<file path="src/sv/avdb_pkg.sv">
// Shared types and fixed constants of the audio dB level meter.
// No dependencies; imported by avdb_div, audio_volume_db_meter_core and testbench, used by the scoreboard.
package avdb_pkg;

    // dB values are Q7.8 signed
    localparam logic signed [15:0] DB_FLOOR = -16'sd23040;
    localparam logic signed [15:0] DB_CEIL  = 16'sd23295;
    localparam logic signed [15:0] DB_MAX   = 16'sd32767;

    // 20*log10(2) in Q16
    localparam logic [31:0] LOG_DB_Q16 = 32'd394566;

    // damping ratio, Q4.12 unsigned
    localparam logic [15:0] RATIO_RESET = 16'd410;
    localparam logic [15:0] RATIO_RISE  = 16'd41;
    localparam logic [15:0] RATIO_MAX   = 16'd32768;

    // reciprocals: floor(x/191) = (x*RECIP_191)>>32 for x < 2^24,
    // floor(x/10) = (x*RECIP_10)>>22 for x < 2^19
    localparam logic [31:0] RECIP_191 = 32'd22486740;
    localparam logic [31:0] RECIP_10  = 32'd419431;

    // envelope floor threshold: env*100000 < 768*full_scale
    localparam logic [31:0] FLOOR_SCALE = 32'd100000;

    // configuration register indexes
    localparam logic [1:0] CFG_CHANNELS   = 2'd0;
    localparam logic [1:0] CFG_WINDOW_LEN = 2'd1;
    localparam logic [1:0] CFG_FULL_SCALE = 2'd2;

    typedef struct packed {
        logic start;
        logic neg;
    } avdb_div_req_t;

    typedef struct packed {
        logic done;
    } avdb_div_rsp_t;

endpackage

</file>
<file path="src/sv/avdb_div.sv">
// Bit-serial restoring divider with floor rounding for signed numerators.
// Depends on avdb_pkg for the request and response structs.
module avdb_div #(
    parameter int NUM_W = 28,
    parameter int DEN_W = 9
) (
    input  logic                   clk,
    input  logic                   rst_n,
    input  avdb_pkg::avdb_div_req_t req,
    input  logic [NUM_W-1:0]       num_mag,
    input  logic [DEN_W-1:0]       den,
    output avdb_pkg::avdb_div_rsp_t rsp,
    output logic signed [NUM_W:0]  quot
);
    import avdb_pkg::*;

    localparam int CW = $clog2(NUM_W + 1);

    logic             busy_reg, busy_next;
    logic             done_reg, done_next;
    logic [CW-1:0]    cnt_reg, cnt_next;
    logic             neg_reg, neg_next;
    logic [NUM_W-1:0] num_reg, num_next;
    logic [DEN_W-1:0] rem_reg, rem_next;
    logic [DEN_W-1:0] den_reg, den_next;

    logic [DEN_W:0]   trial;
    logic [DEN_W:0]   trial_sub;
    logic             take;
    logic [NUM_W:0]   q_ext;

    always_comb
    begin
        trial     = {rem_reg, num_reg[NUM_W-1]};
        trial_sub = trial - {1'b0, den_reg};
        take      = (trial >= {1'b0, den_reg});

        busy_next = busy_reg;
        done_next = 1'b0;
        cnt_next  = cnt_reg;
        neg_next  = neg_reg;
        num_next  = num_reg;
        rem_next  = rem_reg;
        den_next  = den_reg;

        if (req.start)
        begin
            busy_next = 1'b1;
            cnt_next  = CW'(NUM_W);
            neg_next  = req.neg;
            num_next  = num_mag;
            rem_next  = '0;
            den_next  = den;
        end
        else if (busy_reg)
        begin
            // shift one quotient bit in per cycle
            num_next = {num_reg[NUM_W-2:0], take};
            rem_next = take ? trial_sub[DEN_W-1:0] : trial[DEN_W-1:0];
            cnt_next = cnt_reg - 1'b1;
            if (cnt_reg == CW'(1))
            begin
                busy_next = 1'b0;
                done_next = 1'b1;
            end
        end
    end

    always_ff @(posedge clk or negedge rst_n)
    begin
        if (!rst_n)
        begin
            busy_reg <= 1'b0;
            done_reg <= 1'b0;
            cnt_reg  <= '0;
        end
        else
        begin
            busy_reg <= busy_next;
            done_reg <= done_next;
            cnt_reg  <= cnt_next;
        end
    end

    always_ff @(posedge clk)
    begin
        neg_reg <= neg_next;
        num_reg <= num_next;
        rem_reg <= rem_next;
        den_reg <= den_next;
    end

    // floor toward minus infinity for a negative numerator
    always_comb
    begin
        q_ext = {1'b0, num_reg};
        if (neg_reg)
            quot = -$signed(q_ext + (NUM_W+1)'(rem_reg != '0));
        else
            quot = $signed(q_ext);
    end

    assign rsp.done = done_reg;

endmodule

</file>
<file path="src/sv/audio_volume_db_meter_core.sv">
// Top level of the audio dB level meter: envelope, log, window mean, damping.
// Depends on avdb_pkg and avdb_div.
// Flow: a word that is not on channel 0 only advances the phase; if it ends a buffer, the
//   damping step emits its result, with ratio and drop steps added on a falling level. A
//   channel 0 word holds the input through the decay (on a decay), the floor test, and the
//   normalizing shifts and squarings on the shared 32x32 multiplier, skipped below the
//   floor; a closing window adds a divider run, ending a buffer adds the damping step.
// Reset: asynchronous active low on the control registers; payload registers are not reset.
module audio_volume_db_meter_core #(
    parameter int LOG_TABLE_BITS = 10,
    parameter int MAX_WINDOW     = 192
) (
    input  logic        clk,
    input  logic        rst_n,
    input  logic        s_axis_tvalid,
    output logic        s_axis_tready,
    input  logic [15:0] s_axis_tdata,   // [15:0] sample
    input  logic        s_axis_tlast,
    output logic        m_axis_tvalid,
    input  logic        m_axis_tready,
    output logic [15:0] m_axis_tdata,   // [15:0] level_db
    input  logic        cfg_we,
    input  logic [1:0]  cfg_index,
    input  logic [15:0] cfg_wdata
);
    import avdb_pkg::*;

    localparam int R_W   = LOG_TABLE_BITS + 5;
    localparam int L_W   = LOG_TABLE_BITS + 7;
    localparam int SQ_W  = $clog2(LOG_TABLE_BITS + 1);
    localparam int CNT_W = $clog2(MAX_WINDOW + 1);
    localparam int SUM_W = $clog2(MAX_WINDOW) + 17;
    localparam int N_W   = SUM_W + 2;
    localparam int D_W   = CNT_W + 1;

    localparam logic [R_W-1:0]        R_START = R_W'(30);
    localparam logic signed [L_W-1:0] L_BIAS  = L_W'(8 << LOG_TABLE_BITS);
    localparam logic [63:0]           DB_HALF = 64'd1 << (LOG_TABLE_BITS + 7);
    localparam logic signed [17:0]    FLOOR18 = 18'(DB_FLOOR);
    localparam logic signed [17:0]    CEIL18  = 18'(DB_CEIL);
    localparam logic signed [N_W:0]   FLOOR_N = (N_W+1)'(DB_FLOOR);
    localparam logic signed [N_W:0]   MAX_N   = (N_W+1)'(DB_MAX);

    typedef enum logic [17:0] {
        S_IDLE   = 18'd1,
        S_DECAY  = 18'd2,
        S_DECAY2 = 18'd4,
        S_FLOOR  = 18'd8,
        S_FLOOR2 = 18'd16,
        S_NORM   = 18'd32,
        S_SQ     = 18'd64,
        S_SQ2    = 18'd128,
        S_LOGEND = 18'd256,
        S_DB     = 18'd512,
        S_DB2    = 18'd1024,
        S_ACC    = 18'd2048,
        S_DIV    = 18'd4096,
        S_LAST   = 18'd8192,
        S_RATIO2 = 18'd16384,
        S_DROP   = 18'd32768,
        S_DROP2  = 18'd65536,
        S_EMIT   = 18'd131072
    } state_t;

    // control state
    state_t                  state_reg, state_next;
    logic [3:0]              channels_reg, channels_next;
    logic [7:0]              wlen_reg, wlen_next;
    logic [15:0]             fs_reg, fs_next;
    logic [2:0]              phase_reg, phase_next;
    logic [23:0]             env_reg, env_next;
    logic signed [SUM_W-1:0] sum_reg, sum_next;
    logic [CNT_W-1:0]        cnt_reg, cnt_next;
    logic signed [15:0]      mean_reg, mean_next;
    logic signed [15:0]      prev_reg, prev_next;
    logic [15:0]             ratio_reg, ratio_next;
    logic                    out_valid_reg, out_valid_next;

    // payload and working registers
    logic                    last_reg, last_next;
    logic [63:0]             prod_reg;
    logic [30:0]             lg_m_reg, lg_m_next;
    logic [R_W-1:0]          lg_r_reg, lg_r_next;
    logic [SQ_W-1:0]         sq_cnt_reg, sq_cnt_next;
    logic                    lg_sel_reg, lg_sel_next;
    logic [R_W-1:0]          log_env_reg, log_env_next;
    logic                    l_neg_reg, l_neg_next;
    logic [L_W-1:0]          l_mag_reg, l_mag_next;
    logic signed [15:0]      db_reg, db_next;
    logic [15:0]             diff_reg, diff_next;
    logic signed [15:0]      cur_reg, cur_next;
    logic [15:0]             out_data_reg, out_data_next;

    // shared multiplier operands
    logic [31:0]             mul_a, mul_b;

    // derived values
    logic [3:0]              ch_eff;
    logic [15:0]             wl16;
    logic [CNT_W-1:0]        wl_eff;
    logic [15:0]             fs_eff;
    logic                    picked;
    logic [3:0]              ph_inc;
    logic [16:0]             smp_abs;
    logic [23:0]             mag24;
    logic [23:0]             dec_q;
    logic [31:0]             dec_q191;
    logic [31:0]             dec_rem;
    logic [63:0]             floor_thr;
    logic [31:0]             sq_val;
    logic signed [L_W-1:0]   l_val;
    logic [63:0]             db_rnd;
    logic [63:0]             db_q;
    logic [15:0]             db_sat;
    logic signed [15:0]      db_val;
    logic signed [SUM_W-1:0] sum_new;
    logic [CNT_W-1:0]        cnt_new;
    logic signed [N_W-1:0]   n_val;
    logic [N_W-1:0]          n_mag;
    logic signed [N_W:0]     quot;
    logic signed [15:0]      mean_val;
    logic signed [16:0]      diff_val;
    logic [18:0]             ratio_grow;
    logic [18:0]             ratio_q;
    logic [63:0]             drop_full;
    logic [16:0]             drop17;
    logic signed [17:0]      cur_wide;
    logic signed [15:0]      cur_rise;

    avdb_div_req_t           div_req;
    avdb_div_rsp_t           div_rsp;

    avdb_div #(
        .NUM_W (N_W),
        .DEN_W (D_W)
    ) u_div (
        .clk     (clk),
        .rst_n   (rst_n),
        .req     (div_req),
        .num_mag (n_mag),
        .den     ({cnt_new, 1'b0}),
        .rsp     (div_rsp),
        .quot    (quot)
    );

    // register clamps and per-word arithmetic
    always_comb
    begin
        ch_eff = (channels_reg == 4'd0) ? 4'd1 :
                 ((channels_reg > 4'd8) ? 4'd8 : channels_reg);
        wl16   = (wlen_reg == 8'd0) ? 16'd1 : {8'd0, wlen_reg};
        if (wl16 > 16'(MAX_WINDOW))
            wl16 = 16'(MAX_WINDOW);
        wl_eff = CNT_W'(wl16);
        fs_eff = (fs_reg == 16'd0) ? 16'd1 : fs_reg;

        picked  = (phase_reg == 3'd0);
        ph_inc  = {1'b0, phase_reg} + 4'd1;
        smp_abs = s_axis_tdata[15] ? (17'd0 - {1'b0, s_axis_tdata})
                                   : {1'b0, s_axis_tdata};
        mag24   = {smp_abs[15:0], 8'd0};

        // env*190/191 floored is env minus ceil(env/191)
        dec_q    = prod_reg[55:32];
        dec_q191 = {dec_q, 8'd0} - {2'd0, dec_q, 6'd0} - {8'd0, dec_q};
        dec_rem  = {8'd0, env_reg} - dec_q191;

        floor_thr = ({48'd0, fs_eff} << 9) + ({48'd0, fs_eff} << 8);
        sq_val    = prod_reg[61:30];

        l_val = $signed(L_W'(log_env_reg)) - $signed(L_W'(lg_r_reg)) - L_BIAS;

        db_rnd = prod_reg + DB_HALF;
        db_q   = db_rnd >> (LOG_TABLE_BITS + 8);
        db_sat = (db_q > 64'd32767) ? 16'h7fff : db_q[15:0];
        db_val = l_neg_reg ? -$signed(db_sat) : $signed(db_sat);

        sum_new = sum_reg + SUM_W'(db_reg);
        cnt_new = cnt_reg + 1'b1;
        n_val   = (N_W'(sum_new) <<< 1) + $signed(N_W'(cnt_new));
        n_mag   = n_val[N_W-1] ? N_W'(-n_val) : N_W'(n_val);

        if (quot < FLOOR_N)
            mean_val = DB_FLOOR;
        else if (quot > MAX_N)
            mean_val = DB_MAX;
        else
            mean_val = quot[15:0];

        diff_val   = 17'(prev_reg) - 17'(mean_reg);
        ratio_grow = {ratio_reg, 3'd0} + {1'b0, ratio_reg, 2'd0} + 19'd5;
        ratio_q    = prod_reg[40:22];

        drop_full = (prod_reg + 64'd2048) >> 12;
        drop17    = (drop_full > 64'd65536) ? 17'h10000 : drop_full[16:0];
        cur_wide  = 18'(prev_reg) - $signed({1'b0, drop17});
        cur_rise  = (mean_reg > DB_CEIL) ? DB_CEIL : mean_reg;
    end

    // sequencer
    always_comb
    begin
        state_next     = state_reg;
        channels_next  = channels_reg;
        wlen_next      = wlen_reg;
        fs_next        = fs_reg;
        phase_next     = phase_reg;
        env_next       = env_reg;
        sum_next       = sum_reg;
        cnt_next       = cnt_reg;
        mean_next      = mean_reg;
        prev_next      = prev_reg;
        ratio_next     = ratio_reg;
        out_valid_next = out_valid_reg;
        last_next      = last_reg;
        lg_m_next      = lg_m_reg;
        lg_r_next      = lg_r_reg;
        sq_cnt_next    = sq_cnt_reg;
        lg_sel_next    = lg_sel_reg;
        log_env_next   = log_env_reg;
        l_neg_next     = l_neg_reg;
        l_mag_next     = l_mag_reg;
        db_next        = db_reg;
        diff_next      = diff_reg;
        cur_next       = cur_reg;
        out_data_next  = out_data_reg;
        mul_a          = '0;
        mul_b          = '0;
        div_req        = '0;

        if (cfg_we)
        begin
            unique case (cfg_index)
                CFG_CHANNELS:   channels_next = cfg_wdata[3:0];
                CFG_WINDOW_LEN: wlen_next     = cfg_wdata[7:0];
                CFG_FULL_SCALE: fs_next       = cfg_wdata;
                default:        ;
            endcase
        end

        if (out_valid_reg && m_axis_tready)
            out_valid_next = 1'b0;

        unique case (state_reg)
            S_IDLE:
            begin
                if (s_axis_tvalid)
                begin
                    // phase past the channel count falls back to zero
                    phase_next = (ph_inc >= ch_eff) ? 3'd0 : ph_inc[2:0];
                    last_next  = s_axis_tlast;
                    if (picked)
                    begin
                        if (mag24 > env_reg)
                        begin
                            env_next   = mag24;
                            state_next = S_FLOOR;
                        end
                        else
                            state_next = S_DECAY;
                    end
                    else if (s_axis_tlast)
                        state_next = S_LAST;
                end
            end
            S_DECAY:
            begin
                mul_a      = {8'd0, env_reg};
                mul_b      = RECIP_191;
                state_next = S_DECAY2;
            end
            S_DECAY2:
            begin
                env_next   = env_reg - dec_q - 24'(dec_rem != 32'd0);
                state_next = S_FLOOR;
            end
            S_FLOOR:
            begin
                mul_a      = {8'd0, env_reg};
                mul_b      = FLOOR_SCALE;
                state_next = S_FLOOR2;
            end
            S_FLOOR2:
            begin
                if (prod_reg < floor_thr)
                begin
                    db_next    = DB_FLOOR;
                    state_next = S_ACC;
                end
                else
                begin
                    lg_m_next   = {7'd0, env_reg};
                    lg_r_next   = R_START;
                    lg_sel_next = 1'b0;
                    state_next  = S_NORM;
                end
            end
            S_NORM:
            begin
                // bring the leading one to bit 30, a byte at a time when possible
                if (lg_m_reg[30])
                begin
                    sq_cnt_next = '0;
                    state_next  = S_SQ;
                end
                else if (lg_m_reg[30:23] == 8'd0)
                begin
                    lg_m_next = lg_m_reg << 8;
                    lg_r_next = lg_r_reg - R_W'(8);
                end
                else
                begin
                    lg_m_next = lg_m_reg << 1;
                    lg_r_next = lg_r_reg - R_W'(1);
                end
            end
            S_SQ:
            begin
                mul_a      = {1'b0, lg_m_reg};
                mul_b      = {1'b0, lg_m_reg};
                state_next = S_SQ2;
            end
            S_SQ2:
            begin
                // one fraction bit per squaring
                lg_r_next   = {lg_r_reg[R_W-2:0], sq_val[31]};
                lg_m_next   = sq_val[31] ? sq_val[31:1] : sq_val[30:0];
                sq_cnt_next = sq_cnt_reg + 1'b1;
                if (sq_cnt_reg == SQ_W'(LOG_TABLE_BITS - 1))
                    state_next = S_LOGEND;
                else
                    state_next = S_SQ;
            end
            S_LOGEND:
            begin
                if (!lg_sel_reg)
                begin
                    log_env_next = lg_r_reg;
                    lg_m_next    = {15'd0, fs_eff};
                    lg_r_next    = R_START;
                    lg_sel_next  = 1'b1;
                    state_next   = S_NORM;
                end
                else
                begin
                    l_neg_next = l_val[L_W-1];
                    l_mag_next = l_val[L_W-1] ? L_W'(-l_val) : L_W'(l_val);
                    state_next = S_DB;
                end
            end
            S_DB:
            begin
                mul_a      = 32'(l_mag_reg);
                mul_b      = LOG_DB_Q16;
                state_next = S_DB2;
            end
            S_DB2:
            begin
                db_next    = db_val;
                state_next = S_ACC;
            end
            S_ACC:
            begin
                sum_next = sum_new;
                cnt_next = cnt_new;
                if (cnt_new >= wl_eff)
                begin
                    div_req.start = 1'b1;
                    div_req.neg   = n_val[N_W-1];
                    state_next    = S_DIV;
                end
                else
                    state_next = S_LAST;
            end
            S_DIV:
            begin
                if (div_rsp.done)
                begin
                    mean_next  = mean_val;
                    sum_next   = '0;
                    cnt_next   = '0;
                    state_next = S_LAST;
                end
            end
            S_LAST:
            begin
                mul_a = 32'(ratio_grow);
                mul_b = RECIP_10;
                if (!last_reg)
                    state_next = S_IDLE;
                else if (diff_val > 17'sd0)
                begin
                    diff_next  = diff_val[15:0];
                    state_next = S_RATIO2;
                end
                else
                begin
                    // level not falling: follow at once and restart damping
                    ratio_next = RATIO_RISE;
                    cur_next   = cur_rise;
                    state_next = S_EMIT;
                end
            end
            S_RATIO2:
            begin
                ratio_next = (ratio_q > 19'(RATIO_MAX)) ? RATIO_MAX : ratio_q[15:0];
                state_next = S_DROP;
            end
            S_DROP:
            begin
                mul_a      = {16'd0, diff_reg};
                mul_b      = {16'd0, ratio_reg};
                state_next = S_DROP2;
            end
            S_DROP2:
            begin
                if (cur_wide < FLOOR18)
                    cur_next = DB_FLOOR;
                else if (cur_wide > CEIL18)
                    cur_next = DB_CEIL;
                else
                    cur_next = cur_wide[15:0];
                state_next = S_EMIT;
            end
            S_EMIT:
            begin
                // hold until the output register is free
                if (!out_valid_reg || m_axis_tready)
                begin
                    out_valid_next = 1'b1;
                    out_data_next  = cur_reg;
                    prev_next      = cur_reg;
                    state_next     = S_IDLE;
                end
            end
            default:
                state_next = S_IDLE;
        endcase
    end

    always_ff @(posedge clk or negedge rst_n)
    begin
        if (!rst_n)
        begin
            state_reg     <= S_IDLE;
            channels_reg  <= 4'd1;
            wlen_reg      <= 8'd48;
            fs_reg        <= 16'h8000;
            phase_reg     <= 3'd0;
            env_reg       <= '0;
            sum_reg       <= '0;
            cnt_reg       <= '0;
            mean_reg      <= DB_FLOOR;
            prev_reg      <= DB_FLOOR;
            ratio_reg     <= RATIO_RESET;
            out_valid_reg <= 1'b0;
        end
        else
        begin
            state_reg     <= state_next;
            channels_reg  <= channels_next;
            wlen_reg      <= wlen_next;
            fs_reg        <= fs_next;
            phase_reg     <= phase_next;
            env_reg       <= env_next;
            sum_reg       <= sum_next;
            cnt_reg       <= cnt_next;
            mean_reg      <= mean_next;
            prev_reg      <= prev_next;
            ratio_reg     <= ratio_next;
            out_valid_reg <= out_valid_next;
        end
    end

    always_ff @(posedge clk)
    begin
        prod_reg     <= 64'(mul_a) * 64'(mul_b);
        last_reg     <= last_next;
        lg_m_reg     <= lg_m_next;
        lg_r_reg     <= lg_r_next;
        sq_cnt_reg   <= sq_cnt_next;
        lg_sel_reg   <= lg_sel_next;
        log_env_reg  <= log_env_next;
        l_neg_reg    <= l_neg_next;
        l_mag_reg    <= l_mag_next;
        db_reg       <= db_next;
        diff_reg     <= diff_next;
        cur_reg      <= cur_next;
        out_data_reg <= out_data_next;
    end

    assign s_axis_tready = (state_reg == S_IDLE);
    assign m_axis_tvalid = out_valid_reg;
    assign m_axis_tdata  = out_data_reg;

`ifndef SYNTHESIS
    a_cnt_bound: assert property (@(posedge clk) disable iff (!rst_n)
        cnt_reg <= CNT_W'(MAX_WINDOW))
        else $error("window count beyond maximum window");

    a_ratio_bound: assert property (@(posedge clk) disable iff (!rst_n)
        ratio_reg <= RATIO_MAX)
        else $error("damping ratio above its limit");

    a_prev_range: assert property (@(posedge clk) disable iff (!rst_n)
        prev_reg >= DB_FLOOR && prev_reg <= DB_CEIL)
        else $error("previous level out of range");

    a_emit_word: assert property (@(posedge clk) disable iff (!rst_n)
        state_reg == S_EMIT && (!out_valid_reg || m_axis_tready)
        |=> m_axis_tvalid && m_axis_tdata == $past(cur_reg))
        else $error("emitted word lost or changed");
`endif

endmodule

</file>
<file path="config.mk">
export PLATFORM = sky130hd
export DESIGN_NAME = audio_volume_db_meter_core
export DESIGN_NICKNAME = d
export VERILOG_FILES = /design/src/sv/avdb_pkg.sv /design/src/sv/avdb_div.sv /design/src/sv/audio_volume_db_meter_core.sv
export SDC_FILE = /design/constraint.sdc
export NUM_CORES = 2
export LEC_CHECK = 0
export BUFFER_PORTS_ARGS = -buffer_cell sky130_fd_sc_hd__buf_4
export CAP_MARGIN = 20
export CORE_ASPECT_RATIO = 1.2
export CORE_MARGIN = 5
export CORE_UTILIZATION = 50
export CTS_CLUSTER_SIZE = 28
export DETAILED_ROUTE_END_ITERATION = 10
export PLACE_DENSITY = 0.74
export SYNTH_ARGS = -nofsm -noshare
export SYNTH_HDL_FRONTEND = slang
export SYNTH_HIERARCHICAL = 1
export SYNTH_SLANG_ARGS = --single-unit
</file>
<file path="constraint.sdc">
create_clock -name clk -period 11.1 [get_ports clk]
set_clock_uncertainty 0.05 [all_clocks]
set_input_delay 1.665 -clock clk [delete_from_list [all_inputs] [get_ports clk]]
set_output_delay 1.665 -clock clk [all_outputs]
set_load 0.05 [all_outputs]
</file>
==> impl_metrics.env <==
export IMPL_status="completed"
export IMPL_worstMarginPinSlew_ns=1.21
export IMPL_rsz0062_at_grt="yes"
export IMPL_die_w_um=339
export IMPL_synth_seq_area_share_pct=16.9
export IMPL_maxSlewHeadroom_pct=19.3
export IMPL_ys_warn_count=6
export IMPL_clock_sinks=413
export IMPL_mostFrequentLayoutCell="inv_1"
export IMPL_worstSetupPathType="flop to flop"
export IMPL_cts_root_buffer="clkbuf_16"
export IMPL_maxSlewViolCount=0
export IMPL_ios=58
export IMPL_cp_end_kind="flop"
export IMPL_max_cap_violations=0
export IMPL_synth_edff_count=186
export IMPL_required_ns=11.58
export IMPL_die_h_um=405
export IMPL_grt_pass1_wl_um=330000
export IMPL_dieArea_um2=137000
export IMPL_num_vias=56128
export IMPL_gr_total_overflow=0
export IMPL_crit_top_cell="fa_1"
export IMPL_dr_pass1_iters=9
export IMPL_final_core_util_pct=53.9
export IMPL_pwr_share_seq_pct=23.4
export IMPL_antenna_found_initial=12
export IMPL_hp_class="flop to flop"
export IMPL_drt_iter0_markers=4986
export IMPL_async_flop_share_pct=39.2
export IMPL_cp_max_fo=6
export IMPL_hold_buffers=0
export IMPL_power_frac_comb_pct=58.8
export IMPL_track_usage_pct=31.0
export IMPL_syn2layout_area_growth_pct=7.51
export IMPL_fmax_mhz=92.3
export IMPL_path_clk_slew_ns=0.07
export IMPL_core_area_um2=130000
export IMPL_avgSynthCellArea_um2=8.58
export IMPL_vias_per_cell=6.03
export IMPL_synth_seq_cells=413
export IMPL_slowest_delay_ns=0.60
export IMPL_swShare_pct=46.6
export IMPL_grt_pass1_vias=57195
export IMPL_insertion_delay_ns=0.60
export IMPL_switchingPower_uw=4170
export IMPL_port_buffers=57
export IMPL_final_cell_mix="1,323 x inv_1, 1,011 x nand2_1, 872 x fa_1"
export IMPL_nets=9056
export IMPL_start_util_pct=50.1
export IMPL_grt_max_degree=85
export IMPL_synth_cell_area_um2=65000
export IMPL_report_final_setup_viol=0
export IMPL_drc=0
export IMPL_dp_hpwl_um=177000
export IMPL_placed_cells=9199
export IMPL_clockBufferDepth=3
export IMPL_place_gp_congestion=1.06
export IMPL_detail_route_antenna_nets=0
export IMPL_fin_crit_ns=10.84
export IMPL_intPower_uw=4780
export IMPL_drive_gt1_share_pct=7.32
export IMPL_p_clk_share_pct=17.8
export IMPL_peakVddDrop_mv=0.164
export IMPL_post_place_ws_ns=-0.242
export IMPL_routedWlPerCell_um=23.2
export IMPL_crit_path_top_delay_cell="dfstp_2"
export IMPL_largest_register_ffs=56
export IMPL_period_share_pct=97.6
export IMPL_postSynthCellCount=7576
export IMPL_cts_buffers=45
export IMPL_n_fill_cell=11882
export IMPL_num_rows=145
export IMPL_holdWs_ns=0.397
export IMPL_totalWireLength_um=216000
export IMPL_synth_ff_type="edfxtp_1"
export IMPL_worst_setup_path_start_kind="flop"
export IMPL_hold_viol=0
export IMPL_cts_tree="built"
export IMPL_h_tree_depth=2
export IMPL_finalWorstSetupSlack_ns=0.262
export IMPL_power_density_nw_per_um2=128
export IMPL_arrival_ns=11.31
export IMPL_final_cells=9304
export IMPL_ys_types=104
export IMPL_p_leak_uw=0.0337
[cells by family (layout without fill, tap and decap cells)]
family          Yosys count  in the layout  synth area share [%]
compound gates         1258           1258                  12.6
simple gates           2334           2334                  16.4
xor+xnor                326            326                  4.39
other cells               1              7               0.00577
buf+inv                1659           1691                  9.68
mux                     142            142                  2.29
fa+ha+maj              1443           1443                  37.8
flops                   413            413                  16.9
[Yosys cell counts, types with 98 or more instances]
| cell type | n | area share (%) |
|---|---|---|
| a21o_1 | 103 | 1.2 |
| a21oi_1 | 308 | 2.4 |
| clkbuf_1 | 285 | 1.6 |
| dfrtp_1 | 144 | 5.5 |
| edfxtp_1 | 186 | 8.6 |
| fa_1 | 872 | 27 |
| ha_1 | 571 | 11 |
| inv_1 | 1325 | 7.6 |
| nand2_1 | 1013 | 5.8 |
| nand3_1 | 155 | 1.2 |
| nor2_1 | 544 | 3.1 |
| nor3_1 | 98 | 0.75 |
| o21ai_0 | 309 | 2.4 |
| xnor2_1 | 230 | 3.1 |
[metal layers]
layer | up-vias | wire (µm) | track usage [%]
li1 | 24766 | - | -
met1 | 27577 | 76700 | 36.0
met2 | 2869 | 101000 | 52.1
met3 | 907 | 17800 | 5.33
met4 | 9 | 20000 | 22.1
met5 | - | 70 | 0
[critical path, delay by kind of cell, from the launching register on]
family                     cells  cell delay [ns]
buffers and inverters         10             1.06
DFF                            1             0.60
adders and majority gates     10             4.75
AOI/OAI and AO/OA             17             2.96
and+or+nand+nor                5             0.90
muxes                          1             0.27
xor gates and xnor gates       1             0.15
[worst paths after layout]
path / startpoint / end / slack (ns) / cells past startpoint
max: ratio_reg[1] / prod_reg[55] / 0.26 / 44
min: cur_reg[12] / m_axis_tdata[12] / 0.40 / 0
max reg2reg: ratio_reg[1] / prod_reg[55] / 0.26 / 44
min reg2reg: cur_reg[12] / m_axis_tdata[12] / 0.40 / 0
max in group asynchronous: rst_n / ratio_reg[7] / 8.49 / 3
min in group asynchronous: rst_n / sum_reg[24] / 1.07 / 1
[power groups by stage]
| stage | clock (µW) | sequential, µW | combinational, µW |
|---|---|---|---|
| 3_3_place_gp | 0 | 2100 | 4960 |
| 4_1_cts | 1610 | 2070 | 5120 |
| 2_1_floorplan | 0 | 1960 | 3690 |
| 6_report | 1590 | 2090 | 5260 |
| 5_1_grt | 1670 | 2100 | 5750 |
| 3_5_place_dp | 0 | 2100 | 5080 |
[through the flow]
| stage | setup TNS (ns) | total power (µW) | cell area, µm² |
|---|---|---|---|
| finish | 0 | 8950 | 69900 |
| global route | -0.121 | 9520 | 69900 |
| CTS | 0 | 8810 | 69600 |
| detailed placement | -0.856 | 7180 | 68000 |
| global placement | 0 | 7050 | 68000 |
| floorplan | 0 | 5650 | 65000 |
[area by class of cell]
cell class                 instances  area (µm²)  share of cell area (%)
antenna                            5        12.5                  0.0179
clock buffer                      55        1260                    1.80
clock inverter                    28         278                   0.397
inverter                        1329        4990                    7.14
multi-input combinational       5505       48100                    68.8
sequential                       413       11000                    15.7
tap                             1690        2110                    3.03
timing repair buffer             279        2180                    3.12
[repair_timing]
action,in CTS,in global routing
gates resized for setup,5,54
cloned,0,1
setup endpoints to repair,9,20
buffers inserted,0,12
pin swaps,1,21
No activity file was read; power rests on OpenSTA's default activity.
